<file path="src/rtl/jsds_pkg.sv">
// ----------------------------------------------------------------------------
// jsds_pkg
// Shared types and constants of the job sequencing scheduler.
// ----------------------------------------------------------------------------
`default_nettype none

package jsds_pkg;

    localparam int MAX_JOBS_DEF = 256;
    localparam int DL_W         = 16;
    localparam int PR_W         = 16;
    localparam int DONE_W       = 9;
    localparam int TOTAL_W      = 24;

    typedef struct packed {
        logic [DL_W-1:0] job_deadline;
        logic [PR_W-1:0] job_profit;
        logic            last_job;
    } t_job;

    typedef struct packed {
        logic [DONE_W-1:0]  jobs_done;
        logic [TOTAL_W-1:0] total_profit;
        logic               too_many;
    } t_res;

    typedef struct packed {
        logic load;
        logic clr;
        logic pick_init;
        logic pick;
        logic place_init;
        logic place;
        logic next;
        logic out;
    } t_cmd;

    typedef struct packed {
        logic clr_last;
        logic pick_done;
        logic place_done;
        logic k_last;
    } t_sts;

endpackage

`default_nettype wire

</file>
<file path="src/rtl/jsds_ctrl.sv">
// ----------------------------------------------------------------------------
// jsds_ctrl
// Phase sequencer: load, clear, pick, place, result.
// ----------------------------------------------------------------------------
`default_nettype none

module jsds_ctrl (
    input  wire            i_clk,
    input  wire            i_rst_n,
    input  wire            i_job_valid,
    input  wire            i_last,
    output logic           o_job_ready,
    output logic           o_res_valid,
    input  wire            i_res_ready,
    input  jsds_pkg::t_sts i_sts,
    output jsds_pkg::t_cmd o_cmd
);

    typedef enum logic [2:0] {
        S_LOAD, S_CLEAR, S_PINIT, S_PICK, S_PLINIT, S_PLACE, S_NEXT, S_OUT
    } t_state;

    t_state r_state;
    logic   r_res_valid;
    logic   w_out_ok;

    assign w_out_ok = !r_res_valid || i_res_ready;

    assign o_job_ready      = (r_state == S_LOAD);
    assign o_res_valid      = r_res_valid;
    assign o_cmd.load       = (r_state == S_LOAD) && i_job_valid;
    assign o_cmd.clr        = (r_state == S_CLEAR);
    assign o_cmd.pick_init  = (r_state == S_PINIT);
    assign o_cmd.pick       = (r_state == S_PICK);
    assign o_cmd.place_init = (r_state == S_PLINIT);
    assign o_cmd.place      = (r_state == S_PLACE);
    assign o_cmd.next       = (r_state == S_NEXT);
    assign o_cmd.out        = (r_state == S_OUT) && w_out_ok;

    always_ff @(posedge i_clk) begin
        if (!i_rst_n) begin
            r_state     <= S_LOAD;
            r_res_valid <= 1'b0;
        end else begin
            if (o_cmd.out) begin
                r_res_valid <= 1'b1;
            end else if (i_res_ready) begin
                r_res_valid <= 1'b0;
            end
            case (r_state)
                S_LOAD: begin
                    if (i_job_valid && i_last) begin
                        r_state <= S_CLEAR;
                    end
                end
                S_CLEAR: begin
                    if (i_sts.clr_last) begin
                        r_state <= S_PINIT;
                    end
                end
                S_PINIT: r_state <= S_PICK;
                S_PICK: begin
                    if (i_sts.pick_done) begin
                        r_state <= S_PLINIT;
                    end
                end
                S_PLINIT: r_state <= S_PLACE;
                S_PLACE: begin
                    if (i_sts.place_done) begin
                        r_state <= S_NEXT;
                    end
                end
                S_NEXT: begin
                    r_state <= i_sts.k_last ? S_OUT : S_PINIT;
                end
                S_OUT: begin
                    if (w_out_ok) begin
                        r_state <= S_LOAD;
                    end
                end
                default: r_state <= S_LOAD;
            endcase
        end
    end

endmodule

`default_nettype wire

</file>
<file path="config.mk">
export PLATFORM = sky130hd
export DESIGN_NAME = jsds_ctrl
export DESIGN_NICKNAME = d
export VERILOG_FILES = /design/src/rtl/jsds_pkg.sv /design/src/rtl/jsds_ctrl.sv
export SDC_FILE = /design/constraint.sdc
export NUM_CORES = 1
export LEC_CHECK = 0
export BUFFER_PORTS_ARGS = -buffer_cell sky130_fd_sc_hd__buf_2
export CORE_AREA = 4 4 41 43
export CTS_CLUSTER_SIZE = 28
export DETAILED_ROUTE_END_ITERATION = 10
export DIE_AREA = 0 0 45 47
export SLEW_MARGIN = 20
export SYNTH_ARGS = -nofsm -noshare
export SYNTH_HDL_FRONTEND = slang
export SYNTH_SLANG_ARGS = --single-unit
</file>
<file path="constraint.sdc">
create_clock -name i_clk -period 3.1 [get_ports i_clk]
set_input_delay 0.775 -clock i_clk [delete_from_list [all_inputs] [get_ports i_clk]]
set_output_delay 0.775 -clock i_clk [all_outputs]
set_load 0.01 [all_outputs]
</file>
# After elaboration in Yosys (flattened, before gate mapping)
# Cells that the tools add are included.
# Widths: inputs -> output; s select.
# classes
n_addsub	0
n_mul	0
div	0
magnitude_cmp	0
n_eq_ne	12
n_shift	0
n_mux	9
bitwise	0
n_reduce_logical	8
# ops
op	n
$pmux 3 s8	1
$mux 3	6
$eq 3x3->1 const B	4
$ne 2x2->1 const B	4
$eq 3x2->1 const B	2
$reduce_and 5->1	1
$eq 3x1->1 const B	1
$logic_and 1x1->1	3
$logic_not 3->1	1
$mux 1	2
$ne 2x1->1 const B	1
$reduce_bool 2->1	1
$logic_not 1->1	1
$logic_or 1x1->1	1
# word_totals
regBits	4
latch_bits	0
ramBits	0
mem_bits_ro	0
inputBits	9
output_inout_bits	10
wordCells	31
memories	0

# Logic depth before layout (Yosys ltp)
# Gate-level depths: netlist (run 1).
# logic_depth
ltp_word	4
ltp_mapped	5
depth_no_buf	3

# Least setup slack after synthesis (run 1)
# Ideal clock, no wire load.
# synth_path
path_kind	input -> output
from	input port i_res_ready
to	output port o_cmd[0] (netlist name)
arrival_time_ns	1.022
required_time_ns	2.325
setup_slack_ns	1.303
path_stages	2
path_buffers	0
path_cell_list	nor2b_1 nor2_1
# synth_rtl
item	line_no	rtl
from (decl)	jsds_ctrl.sv:14	input wire i_res_ready,
to (decl)	jsds_ctrl.sv:16	output jsds_pkg::t_cmd o_cmd

==> run summary, run 1 <==
The flow ran to the end, and the final reports show no timing, DRC or antenna violations. For the worst flop-to-flop path, the logic depth is 3. The clock tree buffer depth was 2.

Counting I/O delays and the setup requirement, the final critical path takes 2.09 ns. The tools report the number of global-route vias before repair as 312. Synthesis inferred 4 register bits.

Based on the critical path, the design can be clocked at up to 0.479 GHz. The first-pass GRT wire length came out at 1.31 mm. The total power consumption of the routed design is 0.000173 W, and the post-synthesis compound-gate area fraction is 21.5%. The total negative slack for setup checks came out at 0 ns. The wire length reported by the detailed router was 824 um; the number of remaining DRC errors was 0. Setup repair after global routing left no endpoint under its margin. The run gives 435 um^2 as the final cell area excluding filler cells. The count of input and output buffers came out at 18.

The kind of critical path was register to output pin. After floorplanning, the core was divided into 13 placement rows. The via count normalized by instance count works out to 4.75. The number of antenna repair diodes came out at 0. The congestion estimate from routability-driven global placement came to 0.737. The arrival time at the worst endpoint came out at 1.31 ns.

The max-slew violation total from the final report was 0; the initial antenna violation count was 0. After clock tree synthesis, the flow added hold-fix buffers numbering 0. The area growth from synthesis to layout was 31.3%. Across the VDD grid, the largest voltage drop is 188 uV. The total power per unit cell area was 398 nW/um^2.

Measured against its own limit, the worst slew margin works out to 63.7%. Once the clock tree was built, the setup fixing pass inserted 0 buffers. The clock skew after layout is 0.00273 ns. In this run the worst path has a maximum fanout of 16.

In this run the worst hold path is classified as register to register. In this run, placement finished with an instance count of 70. At the end of the flow, the number of nets in the layout was 69. The die is 45 um wide. Summing the areas of all fa, ha and maj instances in the mapped netlist gives 0% of the synthesized area.

The number of H-tree branching levels was 1. The area share of and/or/nand/nor cells after synthesis was 34.7%. The endpoint type of the worst setup path is an output pin. The synthesized netlist devotes 0% of its cell area to XOR and XNOR gates.

The post-synth design cell area was 332 um^2. The number of nets handed over by synthesis was 50. In the synthesized netlist the dominant register cell turns out to be sky130_fd_sc_hd__dfxtp_1. The transition time at the pin with the least slew margin was 0.543 ns. Once the clock tree was built, the resizer swapped 0 gates to a different size. The first TritonRoute pass finished after 4 iterations. The maximum number of pins on one net before global-route repair came out at 17. Of all flip-flops after synthesis, the portion carrying an async set or reset was 0%.

The final critical path takes up 67.4% of the cycle. The cell area after placement came out at 413 um^2. The worst register-to-register path begins at r_state[1]$_SDFFE_PN0P_. Measured against the total synthesized area, the mux share comes to 9.06%.

TritonCTS built the clock tree. The logs give 1.69 ns for the setup slack of the worst register-to-register path and 24.2% for the sequential-to-total area share from yosys stat. The number of hold violations in the final report was 0.

Setup violations remaining at the end of the flow were counted as 0. The cell sitting at the root of the clock tree is a sky130_fd_sc_hd__clkbuf_4. STA classifies the critical path startpoint as a register. The clock net in this run drives a total of 4 sinks.

The I/O pin total was 19. The initial utilization of the core area, before any placement, comes to 25.5%. For this run, the total global-route usage over all layers was measured as 8.92%. Once detailed placement completed, the half-perimeter wirelength came to 613 um. For the worst-skew pair, the clock arrives at the later sink with an insertion delay of 0.23 ns. Excluding fillers, the count of instances in the completed layout stands at 73. Number of standard cells after synthesis: 41. For this run the aggregate overflow at the end of global routing stands at 0. Worst hold path endpoint: o_res_valid$_SDFFE_PN0P_. The number of violations reported at the end of detailed-routing iteration 0 was 5; the count of warnings emitted by yosys was 0. The analysis attributes to cell leakage a power of 0.204 nW. The tool flagged a number of max-cap violations equal to 0. Library cell occupying the most area in the post-synthesis netlist: sky130_fd_sc_hd__dfxtp_1. The ratio of cells with drive above 1 in the final layout is 44.8%, and the number of clock buffers inserted by TritonCTS is 3. The wire length per cell was 11.3 um; the worst hold path stage count was 3.

The count of vias placed by the detailed router is 347, and the clock-pin slew on the worst setup and hold paths is 0.04 ns. Once detail routing completed, the nets flagged for antenna violations numbered 0. The startpoint of the most critical hold path was o_res_valid$_SDFFE_PN0P_. Dividing the synthesized area by the synthesized cell count gives 8.09 um^2.

The endpoint identified for the worst register-to-register timing path is r_state[0]$_SDFFE_PN0P_. The die is 47 um tall. In the post-synthesis netlist, the biggest area contributors are sky130_fd_sc_hd__dfxtp_1 24%, sky130_fd_sc_hd__mux2i_1 9.1%, sky130_fd_sc_hd__buf_4 6.8%, sky130_fd_sc_hd__nand2b_1 5.7%, sky130_fd_sc_hd__a221oi_2 4.5%. By area, the combinational part of the netlist is dominated by simple AND/OR/NAND/NOR gates. After synthesis, the netlist uses 25 different library cells.

Counting flops with a built-in enable in the synthesized netlist gives 0. The floorplan step defined a die boundary enclosing 2120 um^2. At the worst endpoint, the required time is 2.32 ns.

The tools report the filler cell count as 151. Of the post-synthesis cell area, the dominant cell type holds 24.2%. For the area inside the core boundary, the log shows 1300 um^2.
## metal layers
layer / vias up / part of all wire (%) / wire, um / track usage [%]
met3: 2 / 9.7 / 80 / 3.07
met4: 0 / 1.5 / 12 / 8.77
met2: 14 / 38 / 314 / 10.7
li1: 181 / - / - / -
met1: 150 / 51 / 417 / 11.8
met5: - / 0 / 0 / 0
## critical path: stages, from the launching register on
cell and delay (ns):
sky130_fd_sc_hd__dfxtp_1 0.65, sky130_fd_sc_hd__nand2b_1 0.16, sky130_fd_sc_hd__nor2_1 0.12, sky130_fd_sc_hd__buf_2 0.14
## area by class of cell
class                           count  area (um^2)  share of cell area [%]
Multi-Input combinational cell     31          216                    49.7
Timing Repair Buffer               18         90.1                    20.7
Sequential cell                     4         80.1                    18.4
Clock buffer                        3         22.5                    5.17
Tap cell                           15         18.8                    4.31
Inverter                            2         7.51                    1.72
## registers in the layout (all words and copies together) (netlist names)
| name | flops |
|---|---|
| o_res_valid | 1 |
| r_state | 3 |
## worst max-delay path by stage
stage / startpoint / endpoint / slack, ns / cells after the start
floorplan: i_res_ready / o_cmd[0] / 1.30 / 2
global placement: i_res_ready / o_cmd[0] / 1.09 / 4
detailed placement: i_res_ready / o_cmd[0] / 1.05 / 4
CTS: r_state[1]$_SDFFE_PN0P_ / o_cmd[5] / 1.02 / 3
global route: r_state[1]$_SDFFE_PN0P_ / o_cmd[0] / 0.88 / 3
finish: r_state[1]$_SDFFE_PN0P_ / o_cmd[5] / 1.01 / 3
## cells in the final DEF, fill, tap and decap left out, drive strengths merged
cell type  instances
dfxtp              4
mux2i              3
nor2b              2
nand2b             3
nand3              1
and3               1
nor3b              2
clkbuf             3
nor2               4
inv                2
o21ai              1
and3b              1
and2               1
o22ai              1
nor3               2
nand2              3
buf               18
o211ai             1
o21bai             1
o221ai             1
a311oi             1
a31oi              1
a221oi             1
## cell usage after synthesis, types with 2 or more instances
library cell	number
sky130_fd_sc_hd__dfxtp_1	4
sky130_fd_sc_hd__nor2_1	4
sky130_fd_sc_hd__buf_4	3
sky130_fd_sc_hd__mux2i_1	3
sky130_fd_sc_hd__nand2_1	3
sky130_fd_sc_hd__nand2b_1	3
sky130_fd_sc_hd__nor2b_1	2
sky130_fd_sc_hd__nor3b_1	2
## per-stage QoR
step	util (%)	worst slack [ns]	hold slack (ns)
final	33.5	1.01	0.669
after global routing	33.5	0.883	0.709
after CTS	33.5	1.02	0.671
after detailed placement	31.7	1.05	0.665
after global placement	31.7	1.09	0.649
after floorplan	-	1.30	0.599
## power breakdown
group / switching (W) / internal (W)
logic: 0.0000204 / 0.0000208
registers: 0.0000121 / 0.0000550
clock network: 0.0000218 / 0.0000433
## cell families after synthesis
| logic type | after synthesis |
|---|---|
| AOI/OAI and AO/OA | 8 |
| buffers and inverters | 6 |
| DFF | 4 |
| muxes | 3 |
| and+or+nand+nor | 20 |
Power figures use the tool's default switching activity.
==> run 2, diff against run 1 <==
--- a/config.mk
+++ b/config.mk
@@ -5,6 +5,7 @@
 export SDC_FILE = /design/constraint.sdc
 export NUM_CORES = 1
 export LEC_CHECK = 0
+export ABC_AREA = 1
 export BUFFER_PORTS_ARGS = -buffer_cell sky130_fd_sc_hd__buf_2
 export CORE_AREA = 4 4 41 43
 export CTS_CLUSTER_SIZE = 28
==> constraint.sdc (replaced) <==
create_clock -name i_clk -period 2.05 [get_ports i_clk]
set_input_delay 0.5125 -clock i_clk [delete_from_list [all_inputs] [get_ports i_clk]]
set_output_delay 0.5125 -clock i_clk [all_outputs]
set_load 0.01 [all_outputs]
==> run summary, run 2 <==
The number of hold violations in the final report came out at 0. The count of vias placed by the detailed router is 397. In this run the most critical hold path is launched from i_rst_n. The floorplan has 13 rows. After the last flow step, the layout net total stands at 91. More flip-flops sit in one register than any other, and that register is r_state. Yosys printed 0 warnings. The tools report the required time of the critical path as 1.54 ns. The logs give 0 for the initial antenna violation count and 686 um for the HPWL reported at the end of detailed placement. The tools report the normalized max-slew margin as 81.6%.

Each instance of the synthesized netlist takes up on average 5.55 um^2. The overall die width works out to 45 um. The logs give 363 for the number of global-route vias before repair and 10 for the maximum number of pins on one net before global-route repair. For the number of sinks driven by the clock tree, the log shows 4. The most frequent standard cell in the layout excluding fill and tap cells was sky130_fd_sc_hd__buf_2. The synthesized design contains 4 register bits. The final estimated routing congestion in global placement was 0.710; the share of the clock period used by the worst path after layout was 80.1%.

Along the worst hold path, the cell count comes to 3. STA classifies the critical path startpoint as a register. After clock tree synthesis, the flow added hold-fix buffers numbering 0. The top cell type by area accounts for 24.1% of the synthesized area. The synthesized netlist contains 15 unique library cells. The tools report the wire length reported by the detailed router as 761 um.

The die is 47 um tall. The endpoint of the most critical register-to-register path is r_state[1]$_SDFFE_PN0P_. The area growth from synthesis to layout is 37.2%. In the routed design, unresolved DRC markers number 0. The clock skew after layout is 0.00134 ns, and the detailed-router iteration count before antenna repair is 4. Class of the worst hold path: input port to register. Worst hold path endpoint: r_state[0]$_SDFFE_PN0P_. Dividing total power by cell area gives a power density of 1450 nW/um^2. The origin of the critical flop-to-flop path is r_state[1]$_SDFFE_PN0P_. For this block, the initial DRC count from the detailed router was 3.

For this run, the register share of the synthesized area comes to 24.1%. The area inside the core boundary was 1300 um^2; the share of synthesized flip-flops with an asynchronous set or reset was 0%. The post-place setup slack came out at 0.565 ns.

The top cell types in the final layout, fill and taps aside, are 18 x sky130_fd_sc_hd__buf_2, 13 x sky130_fd_sc_hd__nand2_1, 12 x sky130_fd_sc_hd__nor2_1, 11 x sky130_fd_sc_hd__inv_1, 4 x sky130_fd_sc_hd__dfxtp_1. TritonCTS built the clock tree. Across the VDD grid, the largest voltage drop is 592 uV. Counting along the longest clock path gives a buffer depth of 2.

Across all setup checks in the final design, the least slack found is 0.408 ns. The most used standard cell by instance count after synthesis is sky130_fd_sc_hd__nand2_1. The later pin in the worst-skew pair is clocked with a latency of 0.23 ns. For the I/O pin total, the log shows 19.

0 antenna diodes ended up in the layout. In the post-synthesis netlist, the biggest area contributors are sky130_fd_sc_hd__dfxtp_1 24%, sky130_fd_sc_hd__nand2_1 15%, sky130_fd_sc_hd__nor2_1 14%, sky130_fd_sc_hd__inv_1 12%, sky130_fd_sc_hd__nand2_2 5.6%. The setup slack of the worst register-to-register path is 0.80 ns, and the number of H-tree branching levels is 1. The remaining global-route overflow came out at 0. In the synthesized netlist, the cells that appear most often are 13 x sky130_fd_sc_hd__nand2_1, 12 x sky130_fd_sc_hd__nor2_1, 11 x sky130_fd_sc_hd__inv_1, 4 x sky130_fd_sc_hd__dfxtp_1.

The mapped netlist covers 333 um^2. The tools report the endpoint type of the worst setup path as an output pin. The total negative slack for setup checks is 0 ns. Input and output buffers added on the ports amount to 18. The run gives 25.6% as the initial cell density of the core.

Static timing analysis puts the maximum clock frequency at 0.609 GHz. Kind of critical path: register to output pin. The cell count after synthesis came out at 60. The transition time at the pin with the least slew margin is 0.275 ns. The worst path needs 1.64 ns of the cycle, external delays included.

The register with the most flip-flops in the layout has 3 of them. The max-slew violation total from the final report is 0, and the total of endpoints with negative setup slack in the final report is 0. Max-cap violations in this run came to 0. STA puts the critical path data arrival time at 1.13 ns.

The most used flip-flop cell after synthesis is sky130_fd_sc_hd__dfxtp_1. Number of nets in the synthesized netlist: 69. The leakage power total is 0.288 nW. The largest driver fanout on the critical path was 9.

The wire length per cell is 8.01 um. For the post-cts resize count, the log shows 0. The flow ran to the end, and the final reports show no timing, DRC or antenna violations. In this run the clock root is driven by a sky130_fd_sc_hd__clkbuf_4. For this run, the total global-route usage over all layers was measured as 8.45%. Cells with a size suffix above 1 make up 35.0% of the layout.

The first global-routing pass estimated 1.36 mm of wire. After clock tree synthesis, the clock-pin slew on the worst setup and hold paths is 0.04 ns. The count of nets left with antenna violations once routing finished came out at 0. The via count normalized by instance count is 4.18. Counting flops with a built-in enable in the synthesized netlist gives 0. Library cell occupying the most area in the post-synthesis netlist: sky130_fd_sc_hd__dfxtp_1. Setup repair after global routing left no endpoint under its margin. Once the clock tree was built, the setup fixing pass inserted 0 buffers.

Buffers inserted during clock tree synthesis total 3. The die covers 2120 um^2. For the worst flop-to-flop path, the logic depth is 9.
==> run 2: area by class of cell <==
cell class	count	area (um^2)
Fill cell	155	845
Multi-Input combinational cell	43	200
Timing Repair Buffer	18	90.1
Sequential cell	4	80.1
Inverter	12	45.0
Clock buffer	3	22.5
Tap cell	15	18.8
==> run 2: worst max-delay path: stages, from the launching register on <==
cell,delay [ns]
sky130_fd_sc_hd__dfxtp_1,0.47
sky130_fd_sc_hd__nand2_2,0.12
sky130_fd_sc_hd__nor3_1,0.16
sky130_fd_sc_hd__buf_2,0.15
==> run 2: metrics by stage <==
step | hold WS [ns] | instances | instance area, um^2 | utilization [%] | total power [W]
after floorplan | 0.610 | 60 | 333 | - | 0.000467
after global placement | 0.615 | 92 | 434 | 33.4 | 0.000572
after detailed placement | 0.611 | 92 | 434 | 33.4 | 0.000577
after CTS | 0.516 | 95 | 457 | 35.1 | 0.000676
after global routing | 0.543 | 95 | 457 | 35.1 | 0.000749
final | 0.520 | 95 | 457 | 35.1 | 0.000660
==> run 2: how the worst max path moves through the flow <==
stage                                       start        to  cells after the start
after floorplan                       i_res_ready  o_cmd[0]                      2
after global placement                i_res_ready  o_cmd[0]                      4
after detailed placement              i_res_ready  o_cmd[0]                      4
after CTS                 r_state[1]$_SDFFE_PN0P_  o_cmd[0]                      3
after global routing      r_state[1]$_SDFFE_PN0P_  o_cmd[4]                      3
final                     r_state[1]$_SDFFE_PN0P_  o_cmd[0]                      3
==> run 2: routing by layer <==
| metal | part of all wire (%) | global-route usage, % | vias to the layer above |
|---|---|---|---|
| met2 | 53 | 14.7 | 7 |
| met3 | 6.3 | 1.15 | 0 |
| met5 | 0 | 0 | - |
| met4 | 0 | 5.26 | 0 |
| li1 | - | - | 224 |
| met1 | 41 | 9.77 | 166 |
==> run 2: cell families after synthesis <==
kind of cell           count (synthesis)  synth area share, %
AND/OR/NAND/NOR                       36                 47.0
buffers and inverters                 13                 15.8
AO/OA/AOI/OAI                          7                 13.2
flip-flops                             4                 24.1
==> run 2: power by group <==
group / leakage, nW / total, W / internal (W) / switching, W
logic: 0.241 / 0.000401 / 0.000160 / 0.000240
registers: 0.0330 / 0.000167 / 0.000110 / 0.0000573
clock network: 0.0138 / 0.0000923 / 0.0000651 / 0.0000272
total: 0.288 / 0.000660 / 0.000335 / 0.000325
